**src/rtl/nearest_neighbor_image_scaler_unit_defines.svh**
```systemverilog
// ----------------------------------------------------------------------------
// Assertion macros for the image scaler
// Concurrent checks clocked on clock and disabled while reset is high.
// ----------------------------------------------------------------------------
`ifndef NEAREST_NEIGHBOR_IMAGE_SCALER_UNIT_DEFINES_SVH
`define NEAREST_NEIGHBOR_IMAGE_SCALER_UNIT_DEFINES_SVH

// Same-cycle implication
`define NNIS_ASSERT_NOW(label, ante, cons, msg) \
   label: assert property (@(posedge clock) disable iff (reset) (ante) |-> (cons)) \
      else $error(msg);

// Next-cycle implication
`define NNIS_ASSERT_NEXT(label, ante, cons, msg) \
   label: assert property (@(posedge clock) disable iff (reset) (ante) |=> (cons)) \
      else $error(msg);

`endif

```
**src/rtl/nnis_pkg.sv**
```systemverilog
// ----------------------------------------------------------------------------
// nnis_pkg
// Widths, codes and divider handshake types of the image scaler.
// ----------------------------------------------------------------------------
package nnis_pkg;

   localparam int COORD_W    = 8;
   localparam int COLOR_W    = 8;
   localparam int PIX_W      = 3 * COLOR_W;
   localparam int REG_W      = 9;
   localparam int PROD_W     = COORD_W + REG_W;
   localparam int QUO_W      = 9;
   localparam int REQ_DATA_W = 2 * COORD_W + PIX_W;
   localparam int RSP_DATA_W = PIX_W;
   localparam int CSR_IDX_W  = 2;

   localparam logic [REG_W-1:0] REG_RESET = 9'd256;

   typedef enum logic {
      MODE_LOAD  = 1'b0,
      MODE_FETCH = 1'b1
   } mode_type;

   typedef enum logic [CSR_IDX_W-1:0] {
      CSR_SRC_WIDTH  = 2'd0,
      CSR_SRC_HEIGHT = 2'd1,
      CSR_DST_WIDTH  = 2'd2,
      CSR_DST_HEIGHT = 2'd3
   } csr_index_type;

   // Divider command: start pulse with operands
   typedef struct packed {
      logic              start;
      logic [PROD_W-1:0] dividend;
      logic [REG_W-1:0]  divisor;
   } div_req_type;

   // Divider status: done pulse with quotient
   typedef struct packed {
      logic             done;
      logic [QUO_W-1:0] quotient;
   } div_rsp_type;

endpackage

```
**src/rtl/nnis_divider.sv**
```systemverilog
// ----------------------------------------------------------------------------
// nnis_divider
// Restoring divider, one quotient bit per cycle, QUO_W bits per quotient.
// The caller guarantees the quotient fits in QUO_W bits.
// ----------------------------------------------------------------------------
module nnis_divider
   import nnis_pkg::*;
(
   input  logic        clock,
   input  logic        reset,
   input  div_req_type div_req,
   output div_rsp_type div_rsp
);

   localparam int CNT_W = $clog2(QUO_W + 1);

   logic             busy_ff, busy_in;
   logic             done_ff, done_in;
   logic [CNT_W-1:0] cnt_ff, cnt_in;
   logic [REG_W-1:0] rem_ff, rem_in;
   logic [QUO_W-1:0] quo_ff, quo_in;
   logic [REG_W-1:0] divisor_ff, divisor_in;

   logic [REG_W:0]   trial;
   logic [REG_W:0]   diff;
   logic             fits;

   // Bring down the next dividend bit and try the subtraction
   assign trial = {rem_ff, quo_ff[QUO_W-1]};
   assign diff  = trial - {1'b0, divisor_ff};
   assign fits  = (trial >= {1'b0, divisor_ff});

   always_comb begin
      busy_in    = busy_ff;
      done_in    = 1'b0;
      cnt_in     = cnt_ff;
      rem_in     = rem_ff;
      quo_in     = quo_ff;
      divisor_in = divisor_ff;
      if (div_req.start) begin
         // Upper dividend bits are already below the divisor
         busy_in    = 1'b1;
         cnt_in     = CNT_W'(QUO_W);
         rem_in     = REG_W'(div_req.dividend[PROD_W-1:QUO_W]);
         quo_in     = div_req.dividend[QUO_W-1:0];
         divisor_in = div_req.divisor;
      end else if (busy_ff) begin
         rem_in = fits ? diff[REG_W-1:0] : trial[REG_W-1:0];
         quo_in = {quo_ff[QUO_W-2:0], fits};
         cnt_in = cnt_ff - CNT_W'(1);
         if (cnt_ff == CNT_W'(1)) begin
            busy_in = 1'b0;
            done_in = 1'b1;
         end
      end
   end

   // Control state
   always_ff @(posedge clock) begin
      if (reset) begin
         busy_ff <= 1'b0;
         done_ff <= 1'b0;
         cnt_ff  <= '0;
      end else begin
         busy_ff <= busy_in;
         done_ff <= done_in;
         cnt_ff  <= cnt_in;
      end
   end

   // Datapath
   always_ff @(posedge clock) begin
      rem_ff     <= rem_in;
      quo_ff     <= quo_in;
      divisor_ff <= divisor_in;
   end

   assign div_rsp.done     = done_ff;
   assign div_rsp.quotient = quo_ff;

endmodule

```
**config.mk**
```make
export PLATFORM = sky130hd
export DESIGN_NAME = nnis_divider
export DESIGN_NICKNAME = d
export VERILOG_FILES = /design/src/rtl/nearest_neighbor_image_scaler_unit_defines.svh /design/src/rtl/nnis_pkg.sv /design/src/rtl/nnis_divider.sv
export SDC_FILE = /design/constraint.sdc
export NUM_CORES = 1
export LEC_CHECK = 0
export BUFFER_PORTS_ARGS = -buffer_cell sky130_fd_sc_hd__buf_2
export CAP_MARGIN = 40
export CELL_PAD_IN_SITES_DETAIL_PLACEMENT = 1
export CELL_PAD_IN_SITES_GLOBAL_PLACEMENT = 2
export CORE_AREA = 4 4 73 82
export DETAILED_ROUTE_END_ITERATION = 8
export DIE_AREA = 0 0 77 86
export HOLD_SLACK_MARGIN = 0.08
export PLACE_DENSITY_LB_ADDON = 0.3
export SLEW_MARGIN = 5
export SYNTH_ARGS = -nofsm -noshare
export SYNTH_HDL_FRONTEND = slang
export SYNTH_SLANG_ARGS = --single-unit
export TNS_END_PERCENT = 5
```
**constraint.sdc**
```tcl
create_clock -name clock -period 5 [get_ports clock]
set_input_delay 1 -clock clock [delete_from_list [all_inputs] [get_ports clock]]
set_output_delay 1 -clock clock [all_outputs]
set_load 0.01 [all_outputs]
```
==> metrics.cfg, run 1 <==
[cts]
cts_made_buffers = 5
path_clk_slew_ns = 0.07
cts.sinks = 33
clock_latency_ns = 0.28
cts_resized = 0
hold_buffers = 0
clockBufferDepth = 2
clockRootBuffer = clkbuf_8
cts_tree = done
cts_max_level = 2
cts_setup_buffers = 0

[critical_path]
start_kind = flop
slowest_delay_ns = 0.51
critPathMaxFanout = 12
crit_arrival_ns = 3.26
path_delay_family = compound AO/OA/AOI/OAI gates
required_ns = 5.04
cp-end-kind = flop
worst-path-buf-inv = 2
slowest_stage = a21oi_2
worstSetupPathType = flop to flop
crit_chain = inv_1, ha_1, inv_1, fa_1, a211oi_2, o21ai_1, a211o_1, a21oi_2, mux2_2, mux2_2

[floorplanning]
core_area_um2 = 5220
die_y_um = 86
fp-row-count = 28
pin_count = 39
start_util_pct = 35.6
die-area_um2 = 6620
die_x_um = 77

[power_and_ir_drop]
p_sw_share_pct = 32.5
switchingPower_mw = 0.285
intPower_mw = 0.592
vdd_ir_drop_max_uv = 154
power_density_nw_per_um2 = 402
p_total_mw = 0.878
pwr-share-clk_pct = 23.9
seqPwrFrac_pct = 41.6
p_leak_nw = 0.931
comb_power_share_pct = 34.4

[timing]
hold_viol = 0
tightest_slew_ns = 0.859
skew_ns = 0.00576
min_period_ns = 3.22
setup_tns_ns = 0
setup-violations-final = 0
drv_slew = 0
period_share_pct = 64.4
relSlewSlack_pct = 42.7
rsz0062_at_grt = no
max_freq_mhz = 310

[logic_synthesis]
synthesis.instances = 167
yosysWarningCount = 0
avgSynthCellArea_um2 = 11.1
ys_types = 44
ys.flop_type = edfxtp_1
seq_area_frac_synth_pct = 49.5
synth_top_area_cell = edfxtp_1
async_flop_share_pct = 0
synth_area_leaders = edfxtp_1 (42%), mux2_2 (7.9%), dfxtp_1 (7.5%), ha_1 (7.4%), nor2_1 (3.2%)
synth_nets = 208
synth_top_area_share_pct = 42.0
synth.cells.most_frequent = edfxtp_1 (26), nor2_1 (16), inv_1 (15)
synth.ff_latch_count = 33
synth_edf_count = 26
synth_area_um2 = 1860
yosysMostFrequentCell = edfxtp_1

[outcome]
status = finished, final reports clean

[place]
dpl.hpwl_um = 3190
routabilityCongestion = 0.765
io_buffers = 38

[drt]
drt-initial-drc-count = 47
drtPass1Iterations = 4
wl_um = 4250
drt-met1-wl_um = 1750
drtAntennaViolNets = 0
wl_met2_um = 2240
routed.top_layer = met4
wl_met3_um = 187
vias = 1378
via_per_inst = 5.16
drcViolationCount = 0
routedWlPerCell_um = 15.9

[final_layout]
fillers = 586
final_nets = 247
area.growth.synth_to_final_pct = 17.3
antennaDiodeCount = 0
drive_above_1_share_pct = 32.4

[global_route]
grt_pass1_vias = 1526
grt.total_usage_pct = 14.0
gr-total-overflow = 0
grt_pass1_wl_um = 7270
grt_antenna_before_repair = 0
grt_max_degree = 44

[flow_run]
cap_violations = 0

[worst_hold_path]
hp-class = flop to flop

routing by layer:
metal	up-vias	track usage (%)
li1	680	-
met1	669	15.7
met2	22	25.2
met3	7	4.10
met4	0	5.34
met5	-	0
through the flow:
step / cell area (um2) / hold slack [ns] / utilization (%) / setup slack (ns) / cells
2_1_floorplan: 1860 / 0.450 / - / 2.22 / 167
3_3_place_gp: 2090 / 0.469 / 40.1 / 1.85 / 259
5_1_grt: 2180 / 0.513 / 41.8 / 1.54 / 267
6_report: 2180 / 0.506 / 41.8 / 1.78 / 267
4_1_cts: 2180 / 0.500 / 41.8 / 1.75 / 267
3_5_place_dp: 2090 / 0.484 / 40.1 / 1.73 / 259
cells by family (layout without fill, tap and decap cells):
kind of cell / count (synthesis) / in the layout / share of synthesized area (%)
AOI/OAI and AO/OA: 33 / 33 / 12.3
adders and majority gates: 12 / 12 / 8.47
buffers and inverters: 21 / 61 / 4.84
and+or+nand+nor: 45 / 45 / 12.1
DFF: 33 / 33 / 49.5
xor gates and xnor gates: 7 / 7 / 3.30
muxes: 16 / 16 / 9.48
area by class of cell:
class,count,area [um2],area share (%)
Sequential cell,33,921,42.2
Inverter,15,56.3,2.58
Timing Repair Buffer,38,190,8.72
Clock buffer,8,90.1,4.13
Multi-Input combinational cell,113,850,38.9
Tap cell,60,75.1,3.44
sequential cells by signal, indices dropped and copies added, names as in the netlist:
register / count
rem_ff: 9
busy_ff: 1
quo_ff: 9
cnt_ff: 4
divisor_ff: 9
done_ff: 1
power groups by stage:
stage,combinational [mW],sequential (mW),clock (mW)
floorplan,0.231,0.367,0
finish,0.302,0.366,0.210
global route,0.344,0.370,0.231
detailed placement,0.303,0.371,0
global placement,0.294,0.369,0
CTS,0.306,0.366,0.220
worst paths after layout:
kind                                   to  slack, ns  cells past startpoint  startpoint
worst min-delay path            rem_ff[8]       0.51                      1   rem_ff[8]
worst max-delay path            rem_ff[6]       1.78                     10   quo_ff[8]
worst max register to register  rem_ff[6]       1.78                     10   quo_ff[8]
worst min register to register  rem_ff[8]       0.51                      1   rem_ff[8]
cells in the final DEF, fill, tap and decap left out, types with 4 or more instances in the layout:
cell      synthesis  routed
buf_2             0      38
edfxtp_1         26      26
nor2_1           16      16
inv_1            15      15
mux2_2           13      13
nand2_1          12      12
ha_1             11      11
a21oi_1           9       9
o21ai_0           7       7
dfxtp_1           7       7
clkbuf_8          0       6
xor2_1            4       4
Power figures use the tool's default switching activity.
==> run 2, diff against run 1 <==
Settings changed: CORE_AREA 4 4 73 82 to 4 4 79 89, DIE_AREA 0 0 77 86 to 0 0 83 93.
Clock period 5 ns to 2.6 ns, I/O delays scaled along.
==> run 2 against run 1 <==
  * The flow now finishes with violations (negative setup slack)
  * Combinational power rose to 2.9 times the previous value
  * Power up 130%
  * Non-clock buffer count up 37
  * Critical endpoint is now rem_ff[1]
  * Clock power up 110%
  * Highest routed layer unchanged
  * Critical path depth unchanged
  * Worst setup slack worse by 1.9 ns
  * Largest cell class unchanged
==> metrics.cfg, run 2 (same netlist as run 1, synthesis figures left out) <==
[timing]
skew_ns = 0.00676  ; +0.000993 ns
relSlewSlack_pct = 69.7  ; +27 points
drv_slew = 0  ; unchanged
period_share_pct = 105  ; +41 points
setup-violations-final = 6  ; +6
setup_ws_ns = -0.128  ; -1.91 ns
max_freq_mhz = 367  ; +18%
hold_viol = 0  ; unchanged
rsz0062_at_grt = yes
tightest_slew_ns = 0.454  ; -0.405 ns
min_period_ns = 2.73  ; -0.493 ns

[drt]
wl_um = 4760  ; +12%
via_per_inst = 4.56  ; -12%
routedWlPerCell_um = 14.7  ; -7.6%
drcViolationCount = 0  ; unchanged
drtAntennaViolNets = 0  ; unchanged
vias = 1479  ; +7.3%
drt-initial-drc-count = 34  ; -28%
drtPass1Iterations = 4  ; unchanged

[final_layout]
fillers = 724  ; +24%
drive_above_1_share_pct = 45.9  ; +14 points
finalInstanceArea_um2 = 2610  ; +20%
fin_util_pct = 42.9  ; +1.1 points
register_area_um2 = 921  ; unchanged
multiInputGateArea_um2 = 908  ; +6.9%
antennaDiodeCount = 0  ; unchanged
final_common_cell = buf_2
layout_common_cells = buf_2 (38), buf_4 (27), edfxtp_1 (26), nor2_1 (16), inv_1 (13)
area.growth.synth_to_final_pct = 40.3
final_nets = 284  ; +15%
reg_top3 = divisor_ff (9), quo_ff (9), rem_ff (9)

[critical_path]
endpoint = rem_ff[1]
required_ns = 2.64  ; -2.40 ns
worst-path-buf-inv = 2  ; unchanged
critPathLaunch = quo_ff[8]
crit_chain = inv_2, ha_4, inv_2, fa_2, a211oi_4, o21ai_2, a211o_1, a21oi_4, mux2_4, mux2_2
cp-end-kind = flop
r2r_end = rem_ff[1]
critPathMaxFanout = 4  ; -8
cp.depth = 10  ; unchanged
rrSetupSlack_ns = -0.13  ; -1.91 ns
worstSetupPathType = flop to flop
slowest_delay_ns = 0.41  ; -0.10 ns
r2r_cells = 10  ; unchanged
slowest_stage = edfxtp_1
r2r_start = quo_ff[8]
critPathMostFrequentCell = inv_2
path_delay_family = compound AO/OA/AOI/OAI gates
start_kind = flop
crit_arrival_ns = 2.77  ; -0.49 ns

[power_and_ir_drop]
power_density_nw_per_um2 = 765  ; +90%
p_leak_nw = 1.16  ; +24%
p_total_mw = 2.00  ; +130%
vdd_ir_drop_max_uv = 283  ; +84%

[place]
dpl.hpwl_um = 3210  ; +0.76%
routabilityCongestion = 0.799  ; +4.4%
placed_cell_area_um2 = 2230  ; +6.8%
io_buffers = 38  ; unchanged

[global_route]
grt_pass1_wl_um = 8110  ; +11%
grt_antenna_before_repair = 0  ; unchanged
gr-total-overflow = 0  ; unchanged
grt.total_usage_pct = 13.2  ; -0.77 points
grt_max_degree = 23  ; -48%
grt_pass1_vias = 1659  ; +8.7%

[floorplanning]
start_util_pct = 30.6  ; -5.0 points
die_y_um = 93  ; +8.1%
pin_count = 39  ; unchanged
die_x_um = 83  ; +7.8%
die-area_um2 = 7720  ; +17%
fp-row-count = 30  ; +7.1%
core_area_um2 = 6080  ; +16%

[outcome]
status = finished, violations left
violations = negative setup slack

[cts]
clockRootBuffer = clkbuf_8
path_clk_slew_ns = 0.07  ; about the same
clock_latency_ns = 0.29  ; about the same
hold_buffers = 0  ; unchanged
cts_max_level = 2  ; unchanged
clockBufferDepth = 2  ; unchanged
cts_made_buffers = 5  ; unchanged
cts.sinks = 33  ; unchanged
cts_tree = done

[worst_hold_path]
hp-start = div_req[1]
hp-class = primary input to flop

[flow_run]
cap_violations = 0  ; unchanged

-- run 2: worst min-delay path by stage --
stage                                to  slack, ns  cells after the start
final                     divisor_ff[1]       0.40                      1
after global routing      divisor_ff[4]       0.39                      1
after CTS                 divisor_ff[0]       0.40                      1
after detailed placement      rem_ff[8]       0.50                      1
after global placement        rem_ff[8]       0.48                      1
after floorplan               rem_ff[8]       0.45                      1
-- run 2: power by group --
part	leakage [nW]	internal, mW	switching, mW
sequential	0.318	0.658	0.0388
combinational	0.784	0.465	0.400
clock	0.0542	0.239	0.196
-- run 2: through the flow --
stage               instances  hold slack, ns  setup TNS [ns]  setup WS (ns)
global route              324           0.394           -1.46         -0.216
detailed placement        291           0.495          -0.918         -0.213
finish                    324           0.404          -0.480         -0.128
CTS                       326           0.397          -0.678         -0.156
global placement          291           0.479          -0.537         -0.167
floorplan                 167           0.450          -0.228         -0.109
-- run 2: timing repair --
action                     in CTS  in global routing
pin swaps                       7                  4
buffers inserted               27                  0
gates resized for setup        15                  5
setup endpoints to repair       8                 10
-- run 2: final cells by class --
type	instances	area share (%)
clock buffers	7	3.69
clock inverters	1	0.192
inverters	15	2.16
multi-input cells	113	34.8
flip-flops and latches	33	35.3
well taps	80	3.84
repair buffers	75	20.0
-- run 2: routing by layer --
layer  vias to the layer above  GRT usage (%)  wire [um]
met5                         -              0          0
met2                        25           23.3       2390
met4                         0           4.09         56
met1                       693           16.5       2160
li1                        755              -          -
met3                         6           2.47        163
